**src/rtl/core/ppu_pkg.sv**
```systemverilog
// Package for the particle pool update block: field widths, packed layouts
// of the slot word and of the stream payloads, sequencer states and codes.
// No dependencies.
package ppu_pkg;

  localparam int POS_W   = 24;
  localparam int VEL_W   = 16;
  localparam int GRAV_W  = 10;
  localparam int KILL_W  = 12;
  localparam int SLOT_W  = 9;
  localparam int HALF_W  = 3;
  localparam int CFG_W   = 12;
  localparam int CFG_IDX_W = 1;

  localparam logic [GRAV_W-1:0] GRAV_RESET = 10'd102;
  localparam logic [KILL_W-1:0] KILL_RESET = 12'd480;

  // Configuration register indexes
  localparam logic [CFG_IDX_W-1:0] REG_GRAVITY = 1'b0;
  localparam logic [CFG_IDX_W-1:0] REG_KILL    = 1'b1;

  // Item kinds carried on tuser
  typedef enum logic [1:0] {
    KIND_SPAWN = 2'd0,
    KIND_TICK  = 2'd1,
    KIND_READ  = 2'd2,
    KIND_NONE  = 2'd3
  } kind_e;

  // One pool slot as stored in the RAM (x in the lowest bits)
  typedef struct packed {
    logic              alive;
    logic [HALF_W-1:0] half;
    logic              size_cls;
    logic [VEL_W-1:0]  vy;
    logic [VEL_W-1:0]  vx;
    logic [POS_W-1:0]  y;
    logic [POS_W-1:0]  x;
  } slot_word_t;

  localparam int SLOT_WORD_W = $bits(slot_word_t);

  // Input payload, last declared field in the lowest bits
  typedef struct packed {
    logic [SLOT_W-1:0] slot_index;
    logic              spawn_kind;
    logic [VEL_W-1:0]  spawn_vy;
    logic [VEL_W-1:0]  spawn_vx;
    logic [POS_W-1:0]  spawn_y;
    logic [POS_W-1:0]  spawn_x;
  } in_word_t;

  localparam int IN_W       = $bits(in_word_t);
  localparam int IN_TDATA_W = ((IN_W + 7) / 8) * 8;

  // Result payload, last declared field in the lowest bits
  typedef struct packed {
    logic [5:0]        sprite_size;
    logic [4:0]        sprite_src_y;
    logic [6:0]        sprite_src_x;
    logic              cur_kind;
    logic [POS_W-1:0]  cur_y;
    logic [POS_W-1:0]  cur_x;
    logic              is_alive;
    logic [SLOT_W-1:0] slot;
    logic              accepted;
  } out_word_t;

  localparam int OUT_W       = $bits(out_word_t);
  localparam int OUT_TDATA_W = ((OUT_W + 7) / 8) * 8;

  // Sequencer states
  typedef enum logic [3:0] {
    ST_CLEAR,
    ST_IDLE,
    ST_SP_RD,
    ST_SP_CHK,
    ST_TK_RD,
    ST_TK_LD,
    ST_TK_VY,
    ST_TK_PX,
    ST_TK_PY,
    ST_TK_WR,
    ST_RD_RD,
    ST_RD_LD,
    ST_DONE
  } state_e;

endpackage

```
**src/rtl/core/ppu_alu.sv**
```systemverilog
// Shared saturating adder of the particle update: 24-bit signed add that
// clamps to either 24-bit or 16-bit signed range. Uses ppu_pkg.
module ppu_alu (
  input  logic [ppu_pkg::POS_W-1:0] a_i,
  input  logic [ppu_pkg::POS_W-1:0] b_i,
  input  logic                      sat16_i,
  output logic [ppu_pkg::POS_W-1:0] sum_o
);
  import ppu_pkg::*;

  localparam logic signed [POS_W:0] HI_POS = 25'sd8388607;
  localparam logic signed [POS_W:0] LO_POS = -25'sd8388608;
  localparam logic signed [POS_W:0] HI_VEL = 25'sd32767;
  localparam logic signed [POS_W:0] LO_VEL = -25'sd32768;

  logic signed [POS_W:0] sum;
  logic signed [POS_W:0] hi;
  logic signed [POS_W:0] lo;

  // Add with one guard bit, then clamp to the selected range
  assign sum = {a_i[POS_W-1], a_i} + {b_i[POS_W-1], b_i};
  assign hi  = sat16_i ? HI_VEL : HI_POS;
  assign lo  = sat16_i ? LO_VEL : LO_POS;

  always_comb begin
    if (sum > hi) begin
      sum_o = hi[POS_W-1:0];
    end else if (sum < lo) begin
      sum_o = lo[POS_W-1:0];
    end else begin
      sum_o = sum[POS_W-1:0];
    end
  end

endmodule

```
**config.mk**
```make
export PLATFORM = sky130hd
export DESIGN_NAME = ppu_alu
export DESIGN_NICKNAME = d
export VERILOG_FILES = /design/src/rtl/core/ppu_pkg.sv /design/src/rtl/core/ppu_alu.sv
export SDC_FILE = /design/constraint.sdc
export NUM_CORES = 1
export LEC_CHECK = 0
export ABC_AREA = 1
export BUFFER_PORTS_ARGS = -buffer_cell sky130_fd_sc_hd__buf_2
export CAP_MARGIN = 15
export CORE_UTILIZATION = 56
export DETAILED_ROUTE_END_ITERATION = 8
export GPL_TIMING_DRIVEN = 0
export PLACE_DENSITY = 0.95
export RECOVER_POWER = 25
export SYNTH_ARGS = -nofsm -noshare
export SYNTH_HDL_FRONTEND = slang
export SYNTH_SLANG_ARGS = --single-unit
```
**constraint.sdc**
```tcl
create_clock -name vclk -period 14.1
set_input_delay 4.23 -clock vclk [all_inputs]
set_output_delay 4.23 -clock vclk [all_outputs]
set_load 0.02 [all_outputs]
```
==> impl_metrics.yaml <==
placed_design:
  gp_congestion: 0.908
  place_area_um2: 2780
  hpwl_um: 5770
  io_buffers: 73
  numPlacedInstances: 564
power:
  seq_power_share_pct: 0
  p_clk_share_pct: 0
  cellLeakagePower_nw: 1.72
  netSwitchingFraction_pct: 65.5
  power_frac_comb_pct: 100.0
  internal_power_mw: 0.0702
  powerDensity_nw_per_um2: 74.0
  power.switching_mw: 0.133
  p_total_mw: 0.204
  ir_worst_vdd_mv: 0.0263
worst_setup_path:
  crit_type: "input pin to output pin"
  worst_path_max_delay_cell: "fa_1"
  critPathBufInv: 4
  worstSetupStartpointType: "input pin"
  crit_required_ns: 9.87
  endpoint_kind: "output pin"
  crit_arrival_ns: 8.16
  critPathTopFamily: "simple AND/OR/NAND/NOR gates"
  crit_path_max_fanout: 10
  max_stage_delay_ns: 0.50
  crit_top_cell: "nand2_1"
cells_and_area:
  seq_cell_count: 0
  layout.area.seq_um2: 0
  num_antenna_cells: 0
  final_layout_size_suffix_gt1_share_pct: 17.1
  multi_input_comb_area_um2: 2070
  fillCellCount: 412
  fin_cells: 564
  final_cell_area_um2: 2750
  syn_to_final_growth_pct: 17.2
  n_clock_buffer: 0
  fin_nets: 606
  final_util_pct: 68.8
clock_tree:
  postCtsSetupBuffers: 0
  postCtsHoldBufs: 0
  ctsResizeCount: 0
sta:
  tns_ns: 0
  timing.fmax_mhz: 80.7
  tightest_slew_ns: 0.463
  post-route-period-util_pct: 87.9
  slew_violations: 0
  layout_min_cycle_time_ns: 12.39
  hold_viol_final: 0
  rsz0062_at_grt: "no"
  slew_headroom_pct: 68.9
  setup_viol_count_final: 0
logic_synthesis:
  ys_seq_area_share_pct: 0
  synthCells: 441
  syn_nets: 531
  synth_top_area_cell: "nand2_1"
  synth_top_area_share_pct: 28.3
  avgSynthCellArea_um2: 5.32
  synth_area_um2: 2350
  yosys-top-cells-area: "nand2_1 (28%), ha_1 (21%), inv_1 (9.3%)"
  ys.warnings.count: 0
  synth_cell_types: 29
floorplan:
  placementRows: 23
  die_w_um: 66.7
  die_h_um: 66.7
  coreArea_um2: 4000
  dieArea_um2: 4450
  start_util_pct: 58.7
  pin_count: 73
global_routing:
  antenna_found_initial: 0
  grt_max_degree: 12
  first_global_vias: 2746
  overflow: 0
  grt_use_total_pct: 30.2
  grt_pass1_wl_um: 10900
detailed_routing:
  vias_per_cell: 5.41
  first_pass_iters: 5
  ant_nets: 0
  drc: 0
  wl_per_cell_um: 11.6
  vias: 3050
  routed_wl_um: 6560
  drt_iter0_markers: 176
worst_hold_path:
  hp-class: "input pin to output pin"
outcome:
  status: "completed"
flow_run:
  maxCapViolCount: 0
==> per-layer routing <==
metal  wire length [um]  GRT usage [%]
met1               2830           36.8
met2               3240           57.6
met3                439           2.40
met4                 44           4.52
met5                  0              0
==> stage by stage <==
step	setup WS, ns	hold WS, ns
global route	1.38	9.00
floorplan	2.81	8.78
CTS	2.07	8.94
finish	1.71	8.93
global placement	2.14	8.91
detailed placement	2.08	8.94
==> cells by family (layout without fill, tap and decap cells) <==
logic type                 count (synthesis)  after routing  synth area share (%)
buffers and inverters                     63            136                  11.6
and+or+nand+nor                          279            279                  51.3
xor gates and xnor gates                  10             10                  3.73
adders and majority gates                 41             41                  22.2
AOI/OAI and AO/OA                         48             48                  11.2
==> layout by cell type (no fill, tap or decap), types with 4 or more instances in the layout <==
| master | instances |
|---|---|
| buf_2 | 71 |
| o21bai_1 | 6 |
| nand3_1 | 34 |
| ha_1 | 40 |
| a21oi_1 | 27 |
| clkbuf_1 | 4 |
| nand2_1 | 179 |
| inv_1 | 58 |
| xor2_1 | 7 |
| nor2_1 | 33 |
| nand4_1 | 11 |
| o21ai_0 | 10 |
| nand2_2 | 8 |
==> synthesized netlist by cell type (all sizes together) <==
| cell type | instances |
|---|---|
| nand2 | 187 |
| inv | 58 |
| ha | 40 |
| nand3 | 36 |
| nor2 | 34 |
| a21oi | 28 |
| o21ai | 12 |
| nand4 | 11 |
| xor2 | 7 |
| o21bai | 6 |
| buf | 5 |
| nor3 | 5 |
| nand3b | 3 |
| xnor2 | 3 |
| nor4 | 2 |
| a21o | 1 |
| fa | 1 |
| o21a | 1 |
| or2 | 1 |
==> tightest hold or removal path, cell delays in order <==
cell	delay [ns]
buf_2	0.08
ha_1	0.13
nand2_1	0.06
nand2_1	0.05
buf_2	0.15
==> area by class of cell <==
cell class / count / area share, %
buffer: 5 / 1.55
inverter: 58 / 7.92
multi-input combinational: 378 / 75.1
tap: 50 / 2.27
timing repair buffer: 73 / 13.1
==> power by group through the flow <==
| stage | clock network (mW) | registers (mW) | logic, mW |
|---|---|---|---|
| after global routing | 0 | 0 | 0.228 |
| after floorplan | 0 | 0 | 0.150 |
| after detailed placement | 0 | 0 | 0.206 |
| after global placement | 0 | 0 | 0.201 |
| final | 0 | 0 | 0.204 |
| after CTS | 0 | 0 | 0.206 |
==> path summary, 6_finish.rpt <==
kind,start,to,slack (ns),depth (start not counted)
setup / recovery,a_i[0],sum_o[21],1.71,27
hold / removal,b_i[0],sum_o[0],8.93,5
Power figures use the tool's default switching activity.
