**config.mk**
```make
export PLATFORM = sky130hd
export DESIGN_NAME = ppu_ram
export DESIGN_NICKNAME = d
export VERILOG_FILES = /design/src/rtl/core/ppu_ram.sv
export SDC_FILE = /design/constraint.sdc
export NUM_CORES = 1
export LEC_CHECK = 0
export ABC_AREA = 1
export BUFFER_PORTS_ARGS = -buffer_cell sky130_fd_sc_hd__buf_2
export CAP_MARGIN = 20
export CORE_ASPECT_RATIO = 0.6
export CORE_MARGIN = 2
export CORE_UTILIZATION = 55
export DETAILED_ROUTE_END_ITERATION = 16
export GPL_TIMING_DRIVEN = 1
export PLACE_DENSITY = 0.71
export SLEW_MARGIN = 20
export SYNTH_ARGS = -nofsm -noshare
export SYNTH_HDL_FRONTEND = slang
export SYNTH_SLANG_ARGS = --single-unit
```
**constraint.sdc**
```tcl
create_clock -name clk_i -period 1.4 [get_ports clk_i]
set_clock_uncertainty 0.05 [all_clocks]
set_input_delay 0.21 -clock clk_i [delete_from_list [all_inputs] [get_ports clk_i]]
set_output_delay 0.21 -clock clk_i [all_outputs]
set_load 0.02 [all_outputs]
```
**src/rtl/core/ppu_ram.sv**
```systemverilog
// Generic single-write, single-read RAM with registered read data.
// No dependencies.
module ppu_ram #(
  parameter int WIDTH = 8,
  parameter int DEPTH = 16
) (
  input  logic                     clk_i,
  input  logic                     we_i,
  input  logic [$clog2(DEPTH)-1:0] waddr_i,
  input  logic [WIDTH-1:0]         wdata_i,
  input  logic [$clog2(DEPTH)-1:0] raddr_i,
  output logic [WIDTH-1:0]         rdata_o
);

  logic [WIDTH-1:0] mem_q [DEPTH];

  // Write one entry, register the read word
  always_ff @(posedge clk_i) begin
    if (we_i) begin
      mem_q[waddr_i] <= wdata_i;
    end
    rdata_o <= mem_q[raddr_i];
  end

endmodule

```
==> impl_metrics.env, run 1 <==
export IMPL_status="completed"
export IMPL_path_clk_slew_ns=0.06
export IMPL_critPathLaunch="rdata_o[3]$_DFF_P_"
export IMPL_finalHoldViolCount=0
export IMPL_rsz0062_at_grt="no"
export IMPL_antenna_left=0
export IMPL_path_max_fanout=1
export IMPL_cts_num_sinks=136
export IMPL_worstSetupPathType="reg -> out"
export IMPL_path_delay_family="flip-flops"
export IMPL_final_cell_area_um2=6780
export IMPL_start_kind="flop"
export IMPL_ctsHtreeMaxLevel=4
export IMPL_drive_above_1_share_pct=13.5
export IMPL_die_h_um=83.3
export IMPL_grt_max_degree=56
export IMPL_avgSynthCellArea_um2=10.5
export IMPL_worstPathRequired_ns=1.14
export IMPL_end_kind="primary output"
export IMPL_synthCells=551
export IMPL_fillers=750
export IMPL_cts_hold_fix_buffers=0
export IMPL_cp_depth=1
export IMPL_yosysWarningCount=0
export IMPL_syn_nets=569
export IMPL_slew_headroom_pct=72.6
export IMPL_initial_core_util_pct=57.6
export IMPL_cts_resized=0
export IMPL_hpwl_mm=8.35
export IMPL_rows=28
export IMPL_drc=0
export IMPL_r2r_slack_ns=0.33
export IMPL_core_area_um2=10000
export IMPL_cts_root_buf="clkbuf_16"
export IMPL_track_usage_pct=25.5
export IMPL_cpMaxStageDelayCell="dfxtp_1"
export IMPL_die_w_um=136
export IMPL_area_growth_pct=17.5
export IMPL_hold_path_class="in -> reg"
export IMPL_irDropWorstVdd_uv=986
export IMPL_finalSetupViolations=0
export IMPL_synth_area_um2=5770
export IMPL_leakage_nw=2.98
export IMPL_first_pass_iters=4
export IMPL_r2r_end="rdata_o[7]$_DFF_P_"
export IMPL_first_iter_violations=576
export IMPL_worstReg2RegStart="mem_q[1][7]$_DFFE_PP_"
export IMPL_wl_per_cell_um=18.1
export IMPL_grt_pass1_vias=3752
export IMPL_grt_ovfl_total=0
export IMPL_final_nets=614
export IMPL_fin_tns_setup_ns=0
export IMPL_placed_cell_area_um2=6140
export IMPL_gp_congestion=0.854
export IMPL_numCtsBuffers=17
export IMPL_crit_buf_inv=1
export IMPL_ys_seq_elements=136
export IMPL_dr_total_vias=3987
export IMPL_worst_slew_pin_slew_ns=0.410
export IMPL_post_cts_buffers=0
export IMPL_ios=26
export IMPL_cp_cell_sequence="buf_2"
export IMPL_grt_antenna_before_repair=0
export IMPL_slowest_delay_ns=0.37
export IMPL_clk_path_buf_depth=2
export IMPL_period_needed_ns=1.23
export IMPL_maxCapViolCount=0
export IMPL_die_area_um2=11300
export IMPL_p_per_area_nw_per_um2=1470
export IMPL_slew_violations=0
export IMPL_fin_crit_sh_pct=87.7
export IMPL_clock_latency_ns=0.42
export IMPL_grt_pass1_wl_mm=21.0
export IMPL_fmax_mhz=814
export IMPL_vias_per_cell=5.36
export IMPL_reg2reg_depth=6
export IMPL_port_buffers=25
export IMPL_cts_tree="yes"
export IMPL_wirelength_mm=13.5
export IMPL_diodes=0
export IMPL_seq_area_frac_synth_pct=69.4
export IMPL_arrival_ns=0.97
export IMPL_timing_critical_path_to="rdata_o[3]"
export IMPL_synth_cell_types=12
==> area by class of cell <==
type	instances	area, um2	share of cell area [%]
multi-input combinational	289	1210	17.9
clock buffer	17	425	6.28
clock inverter	15	208	3.06
timing repair buffer	50	375	5.54
inverter	102	383	5.65
sequential	136	4000	59.1
tap	135	169	2.49
==> kinds of logic (layout without fill, tap and decap cells) <==
kind of cell | Yosys count | in the layout | share of synthesized area (%)
AND/OR/NAND/NOR | 289 | 289 | 21.0
flip-flops | 136 | 136 | 69.4
buffers and inverters | 126 | 184 | 9.52
==> layer usage <==
layer	track usage [%]	wire (um)	vias to the layer above
li1	-	-	1862
met1	39.5	6150	1858
met2	33.7	5490	241
met3	8.36	1550	26
met4	8.71	257	0
met5	0	0	-
==> worst min-delay path, delay by kind of cell <==
| kind | cells | cell delay (ns) |
|---|---|---|
| buffers and inverters | 1 | 0.17 |
| AND/OR/NAND/NOR | 2 | 0.16 |
==> stage by stage <==
step | utilization (%) | instances | power [mW] | hold WS (ns) | worst slack, ns
detailed placement | 61.3 | 712 | 5.27 | 0.522 | 0.112
floorplan | - | 551 | 5.01 | 0.259 | 0.189
CTS | 67.6 | 744 | 10.0 | 0.113 | 0.175
global placement | 61.3 | 712 | 5.25 | 0.535 | 0.106
finish | 67.6 | 744 | 9.99 | 0.127 | 0.172
global route | 67.6 | 744 | 10.2 | 0.138 | 0.153
==> flip-flops by register name, summed over array words and instances, names as in the netlist <==
register and flops:
mem_q 128, rdata_o 8
==> synth_stat cells <==
master      n  area, um2
buf_1       1       3.75
dfxtp_1     8        160
inv_2       2       7.51
buf_4       4       30.0
nand2_1   173        649
buf_6       6       67.6
buf_2      13       65.1
nand3_1    97        485
nor2_1     17       63.8
nand3b_1    2       15.0
inv_1     100        375
edfxtp_1  128       3840
==> how the worst min path moves through the flow <==
stage / start / endpoint / cells past startpoint
6_report: raddr_i[3] / rdata_o[5]$_DFF_P_ / 3
4_1_cts: raddr_i[3] / rdata_o[5]$_DFF_P_ / 3
3_5_place_dp: raddr_i[3] / rdata_o[5]$_DFF_P_ / 3
5_1_grt: raddr_i[3] / rdata_o[5]$_DFF_P_ / 3
3_3_place_gp: raddr_i[3] / rdata_o[5]$_DFF_P_ / 3
2_1_floorplan: wdata_i[0] / mem_q[0][0]$_DFFE_PP_ / 0
==> cell usage in the layout, fill, tap and decap left out <==
cell type / n
nand3_1: 97
clkinv_4: 2
clkinvlp_4: 1
dfxtp_1: 8
nand2_1: 173
nor2_1: 17
edfxtp_1: 128
buf_12: 5
inv_2: 2
nand3b_1: 2
inv_1: 100
bufinv_16: 5
clkinv_1: 2
buf_4: 20
buf_2: 25
clkinv_2: 5
clkbuf_16: 17
==> power breakdown <==
group / total [mW] / internal, mW / leakage, nW / switching (mW)
sequential: 4.59 / 4.55 / 1.22 / 0.0325
clock: 4.80 / 3.13 / 0.311 / 1.67
combinational: 0.612 / 0.185 / 1.44 / 0.426
total: 9.99 / 7.87 / 2.98 / 2.13
(Power assumes the default switching activity.)
==> run 2, diff against run 1 <==
ABC_AREA = unset   (was 1)
CAP_MARGIN = 10   (was 20)
PLACE_DENSITY = 0.72   (was 0.71)
clock period = 1.24 ns   (was 1.4 ns; I/O delays follow)
==> run 2 against run 1 <==
- the run now ends with negative setup slack left
- sequential share of layout area up 5.2 points
- sequential power rose by 13%
- via count shrank 39%
- register-to-register slack got worse by 0.40 ns
- global-route usage is 3.2 points lower
- synthesized area shrank 11%
- setup slack worse by 0.24 ns
- total power grew 2.2%
- critical path type is now reg -> reg
==> impl_metrics.env, run 2 <==
export IMPL_dr_total_vias=2432
export IMPL_synthFlopType="edfxtp_1"
export IMPL_antenna_left=0
export IMPL_wirelength_mm=9.96
export IMPL_slew_headroom_pct=39.3
export IMPL_grt_max_degree=18
export IMPL_use_met1_pct=34.2
export IMPL_finalHoldViolCount=0
export IMPL_diodes=0
export IMPL_switchingPower_mw=2.11
export IMPL_arrival_ns=1.55
export IMPL_biggestRegsByFlops="mem_q: 128 flops, rdata_o: 8 flops"
export IMPL_fin_crit_sh_pct=106
export IMPL_worst_slack_ns=-0.0703
export IMPL_numCtsBuffers=17
export IMPL_worst_slew_pin_slew_ns=0.908
export IMPL_initial_core_util_pct=56.4
export IMPL_area_growth_pct=21.0
export IMPL_first_pass_iters=4
export IMPL_syn_nets=247
export IMPL_wl_per_cell_um=23.7
export IMPL_core_area_um2=9120
export IMPL_synth_area_leaders="edfxtp_1 75%, mux4_2 7.9%, mux4_1 7.1%"
export IMPL_p_per_area_nw_per_um2=1640
export IMPL_fin_tns_setup_ns=-0.318
export IMPL_drc=0
export IMPL_seq_area_frac_synth_pct=77.8
export IMPL_grt_pass1_vias=2572
export IMPL_ios=26
export IMPL_avgSynthCellArea_um2=22.5
export IMPL_leakage_nw=2.09
export IMPL_ys_seq_elements=136
export IMPL_yosysWarningCount=0
export IMPL_start_kind="flop"
export IMPL_clk_path_buf_depth=2
export IMPL_synth_area_um2=5150
export IMPL_grtUsageMet2_pct=31.0
export IMPL_rows=27
export IMPL_cts_tree="yes"
export IMPL_die_w_um=129
export IMPL_die_h_um=78.9
export IMPL_synth_enable_flop_cells=128
export IMPL_cts_hold_fix_buffers=0
export IMPL_hold_path_class="in -> reg"
export IMPL_path_max_fanout=1
export IMPL_synthCells=229
export IMPL_ctsHtreeMaxLevel=4
export IMPL_path_clk_slew_ns=0.06
export IMPL_hpwl_mm=6.40
export IMPL_grt_util_met3_pct=6.87
export IMPL_synth_common_cells="128 x edfxtp_1, 18 x mux4_2, 16 x a22oi_1"
export IMPL_cts_root_buf="clkbuf_16"
export IMPL_largest_reg_flops=128
export IMPL_p_clk_share_pct=43.6
export IMPL_worstPathRequired_ns=1.48
export IMPL_clock_latency_ns=0.41
export IMPL_max_flop_register="mem_q"
export IMPL_final_cell_mix="128 x edfxtp_1, 31 x mux4_2, 25 x buf_2, 20 x buf_4, 17 x clkbuf_16"
export IMPL_status="finished, violations left"
export IMPL_final_core_util_pct=68.3
export IMPL_maxCapViolCount=0
export IMPL_synth_top_cell_area_share_pct=74.7
export IMPL_port_buffers=25
export IMPL_grt_ovfl_total=0
export IMPL_synth_cell_types=19
export IMPL_top_usage_layer="met1"
export IMPL_grt_antenna_before_repair=0
export IMPL_violations="negative setup slack"
export IMPL_drive_above_1_share_pct=41.3
export IMPL_post_cts_buffers=0
export IMPL_seqPwrFrac_pct=50.7
export IMPL_ys_async_sr_fraction_pct=0
export IMPL_worstSetupPathType="reg -> reg"
export IMPL_slew_violations=0
export IMPL_fmax_mhz=763
export IMPL_yosysMostFrequentCell="edfxtp_1"
export IMPL_combinationalPowerShare_pct=5.7
export IMPL_die_area_um2=10200
export IMPL_end_kind="flop"
export IMPL_first_iter_violations=230
export IMPL_irDropWorstVdd_uv=1050
export IMPL_layout_commonest_cell="edfxtp_1"
export IMPL_p_int_mw=8.10
export IMPL_vias_per_cell=5.78
export IMPL_finalPower_mw=10.2
export IMPL_rsz0062_at_grt="yes"
export IMPL_grt_pass1_wl_mm=15.4
export IMPL_synth_largest_area_cell="edfxtp_1"
export IMPL_finalSetupViolations=7
export IMPL_swShare_pct=20.7
export IMPL_fillers=594
export IMPL_final_nets=310
export IMPL_track_usage_pct=22.3
export IMPL_period_needed_ns=1.31
export IMPL_hold_slack_ns=0.113
export IMPL_cts_num_sinks=136
export IMPL_gp_congestion=0.749
[run 2: area by class of cell]
cell class              count  area (um2)  share of cell area [%]
repair buffers             54         455                    7.32
clock buffers              20         437                    7.01
well taps                 116         145                    2.33
flip-flops and latches    136        4000                    64.3
multi-input cells          83        1100                    17.7
clock inverters            12        85.1                    1.37
[run 2: what timing repair did]
action                                  4_1_cts  5_1_grt
hold endpoints to repair                      0        0
endpoints found under the setup margin        8        8
pin swaps                                     1        3
gates resized for setup                       5        3
[run 2: per-stage QoR]
step / setup slack, ns / area, um2 / instances
after floorplan: -0.129 / 5180 / 229
after global placement: -0.343 / 5660 / 389
after detailed placement: -0.387 / 5660 / 389
after CTS: -0.0682 / 6210 / 421
after global routing: -0.113 / 6230 / 421
final: -0.0703 / 6230 / 421
[run 2: cells by family after synthesis]
kind of cell           count (synthesis)  share of synthesized area, %
flip-flops                           136                          77.8
AND/OR/NAND/NOR                       35                          3.18
multiplexers                          32                          15.0
AO/OA/AOI/OAI                         16                          2.33
buffers and inverters                 10                          1.68
[run 2: routing by layer]
metal / up-vias / part of all wire [%] / wire length (um)
met5: - / 0 / 0
met4: 0 / 0.35 / 35
met3: 4 / 9.9 / 990
met2: 108 / 44 / 4430
met1: 1232 / 45 / 4500
li1: 1088 / - / -
[run 2: worst paths after layout]
check                                       startpoint                      to  slack (ns)  cells past startpoint
worst max-delay path             mem_q[8][0]$_DFFE_PP_      rdata_o[0]$_DFF_P_       -0.07                      3
worst min-delay path                        wdata_i[5]  mem_q[15][5]$_DFFE_PP_        0.11                      1
worst min register to register  mem_q[14][5]$_DFFE_PP_      rdata_o[5]$_DFF_P_        0.62                      3
worst max register to register   mem_q[8][0]$_DFFE_PP_      rdata_o[0]$_DFF_P_       -0.07                      3
[run 2: power groups by stage]
stage          clock [mW]  combinational [mW]  sequential, mW
2_1_floorplan           0               0.293            5.30
3_3_place_gp            0               0.560            5.27
3_5_place_dp            0               0.571            5.27
4_1_cts              4.51               0.583            5.18
5_1_grt              4.73               0.630            5.19
6_report             4.45               0.583            5.18
[run 2: critical path, stage by stage, from the launching register on]
cell and delay (ns):
edfxtp_1 0.38, mux4_2 0.49, a22oi_2 0.20, nand2_1 0.07
==> run 3, diff against run 2 <==
ABC_AREA = 1   (was unset)
PLACE_DENSITY = 0.71   (was 0.72)
==> run 3 against run 2 <==
- the flow now finishes without violations
- wire length grew 32%
- clock-buffer cell count shrank 1
- sequential share of layout area shrank 4.9 points
- hold slack gained 0.0098 ns
- register-to-register slack gained 0.25 ns
- core utilization shrank 0.96 points
- global-route usage grew 2.8 points
- non-clock buffer count is the same
- critical path type is now reg -> out
==> impl_metrics.env, run 3 (same netlist as run 1, synthesis figures left out) <==
export IMPL_worstHoldStart="wdata_i[1]"
export IMPL_wirelength_mm=13.2
export IMPL_worst_slew_pin_slew_ns=0.436
export IMPL_cpMaxStageDelayCell="dfxtp_1"
export IMPL_status="completed"
export IMPL_biggestRegsByFlops="mem_q: 128 flops, rdata_o: 8 flops"
export IMPL_cp_cell_sequence="buf_2"
export IMPL_path_max_fanout=1
export IMPL_final_nets=618
export IMPL_fin_crit_sh_pct=95.8
export IMPL_hold_path_class="in -> reg"
export IMPL_final_core_util_pct=67.3
export IMPL_hold_end="mem_q[1][1]$_DFFE_PP_"
export IMPL_worstPathRequired_ns=1.00
export IMPL_cts_root_buf="clkbuf_16"
export IMPL_maxCapViolCount=0
export IMPL_drc=0
export IMPL_antenna_left=0
export IMPL_arrival_ns=0.95
export IMPL_grt_ovfl_total=0
export IMPL_p_per_area_nw_per_um2=1590
export IMPL_area_growth_pct=16.9
export IMPL_end_kind="primary output"
export IMPL_fillers=746
export IMPL_hold_slack_ns=0.123
export IMPL_slew_headroom_pct=71.0
export IMPL_multi_input_area_um2=1210
export IMPL_fmax_mhz=842
export IMPL_port_buffers=25
export IMPL_ctsHtreeMaxLevel=4
export IMPL_r2r_end="rdata_o[7]$_DFF_P_"
export IMPL_grt_antenna_before_repair=0
export IMPL_die_h_um=83.3
export IMPL_cp_depth=1
export IMPL_cts_tree="yes"
export IMPL_final_cell_mix="173 x nand2_1, 128 x edfxtp_1, 100 x inv_1, 97 x nand3_1, 25 x buf_2"
export IMPL_cts_resized=0
export IMPL_clock_latency_ns=0.41
export IMPL_wl_per_cell_um=17.6
export IMPL_finalPower_mw=10.7
export IMPL_hold_depth=1
export IMPL_worstReg2RegStart="mem_q[1][7]$_DFFE_PP_"
export IMPL_largest_reg_flops=128
export IMPL_hpwl_mm=8.32
export IMPL_grt_max_degree=54
export IMPL_grt_pass1_wl_mm=20.6
export IMPL_ios=26
export IMPL_die_area_um2=11300
export IMPL_core_area_um2=10000
export IMPL_first_pass_iters=5
export IMPL_slew_violations=0
export IMPL_first_iter_violations=507
export IMPL_finalHoldViolCount=0
export IMPL_ff_latch_area_um2=4000
export IMPL_clk_path_buf_depth=2
export IMPL_initial_core_util_pct=57.6
export IMPL_placed_cell_area_um2=6170
export IMPL_diodes=0
export IMPL_drive_above_1_share_pct=13.4
export IMPL_leakage_nw=2.97
export IMPL_rsz0062_at_grt="no"
export IMPL_die_w_um=136
export IMPL_period_needed_ns=1.19
export IMPL_cts_num_sinks=136
export IMPL_track_usage_pct=25.2
export IMPL_worstSetupPathType="reg -> out"
export IMPL_gp_congestion=0.872
export IMPL_numCtsBuffers=17
export IMPL_irDropWorstVdd_uv=1110
export IMPL_final_cell_area_um2=6740
export IMPL_crit_buf_inv=1
export IMPL_path_clk_slew_ns=0.05
export IMPL_r2r_slack_ns=0.18
export IMPL_grt_pass1_vias=3750
export IMPL_vias_per_cell=5.34
export IMPL_slowest_delay_ns=0.36
export IMPL_dr_total_vias=3995
export IMPL_start_kind="flop"
export IMPL_post_cts_buffers=0
export IMPL_max_flop_register="mem_q"
export IMPL_cts_hold_fix_buffers=0
export IMPL_layout_commonest_cell="nand2_1"
export IMPL_path_delay_family="flip-flops"
export IMPL_finalSetupViolations=0
export IMPL_rows=28
export IMPL_reg2reg_depth=6
## run 3: changes by cell type in the layout (fill, tap and decap cells not counted), moves of 8 or more
cell	change
a22oi_2	-8
a22oi_1	-8
nand3_1	+96
inv_1	+100
nand2_1	+164
mux4_2	-31
## run 3: worst max-delay path by stage
stage / start / endpoint / slack (ns)
after global routing: rdata_o[0]$_DFF_P_ / rdata_o[0] / 0.04
final: rdata_o[0]$_DFF_P_ / rdata_o[0] / 0.05
after global placement: raddr_i[2] / rdata_o[1]$_DFF_P_ / -0.03
after CTS: rdata_o[0]$_DFF_P_ / rdata_o[0] / 0.04
after detailed placement: waddr_i[3] / mem_q[4][3]$_DFFE_PP_ / -0.02
after floorplan: waddr_i[3] / mem_q[4][0]$_DFFE_PP_ / 0.05
## run 3: metal layers
metal  vias up  track usage, %  part of all wire, %
li1       1871               -                    -
met4         0            9.66                  1.8
met5         -               0                    0
met3        24            7.26                   11
met2       204            33.5                   41
met1      1896            38.9                   46
## run 3: where the power goes
part	leakage, nW	internal (mW)	switching [mW]
Clock	0.284	3.10	1.76
Sequential	1.22	5.14	0.0329
Combinational	1.46	0.218	0.479
Total	2.97	8.46	2.27
## run 3: stage by stage
step / TNS [ns] / instances / worst slack (ns)
6_report: 0 / 748 / 0.0521
5_1_grt: 0 / 748 / 0.0394
4_1_cts: 0 / 748 / 0.0428
3_5_place_dp: -0.211 / 716 / -0.0246
3_3_place_gp: -0.0720 / 716 / -0.0334
2_1_floorplan: 0 / 551 / 0.0532
## run 3: area by class of cell
class,count,share of cell area (%)
inverters,102,5.68
well taps,135,2.51
clock inverters,13,2.00
multi-input cells,289,18.0
repair buffers,54,6.01
clock buffers,19,6.42
flip-flops and latches,136,59.4
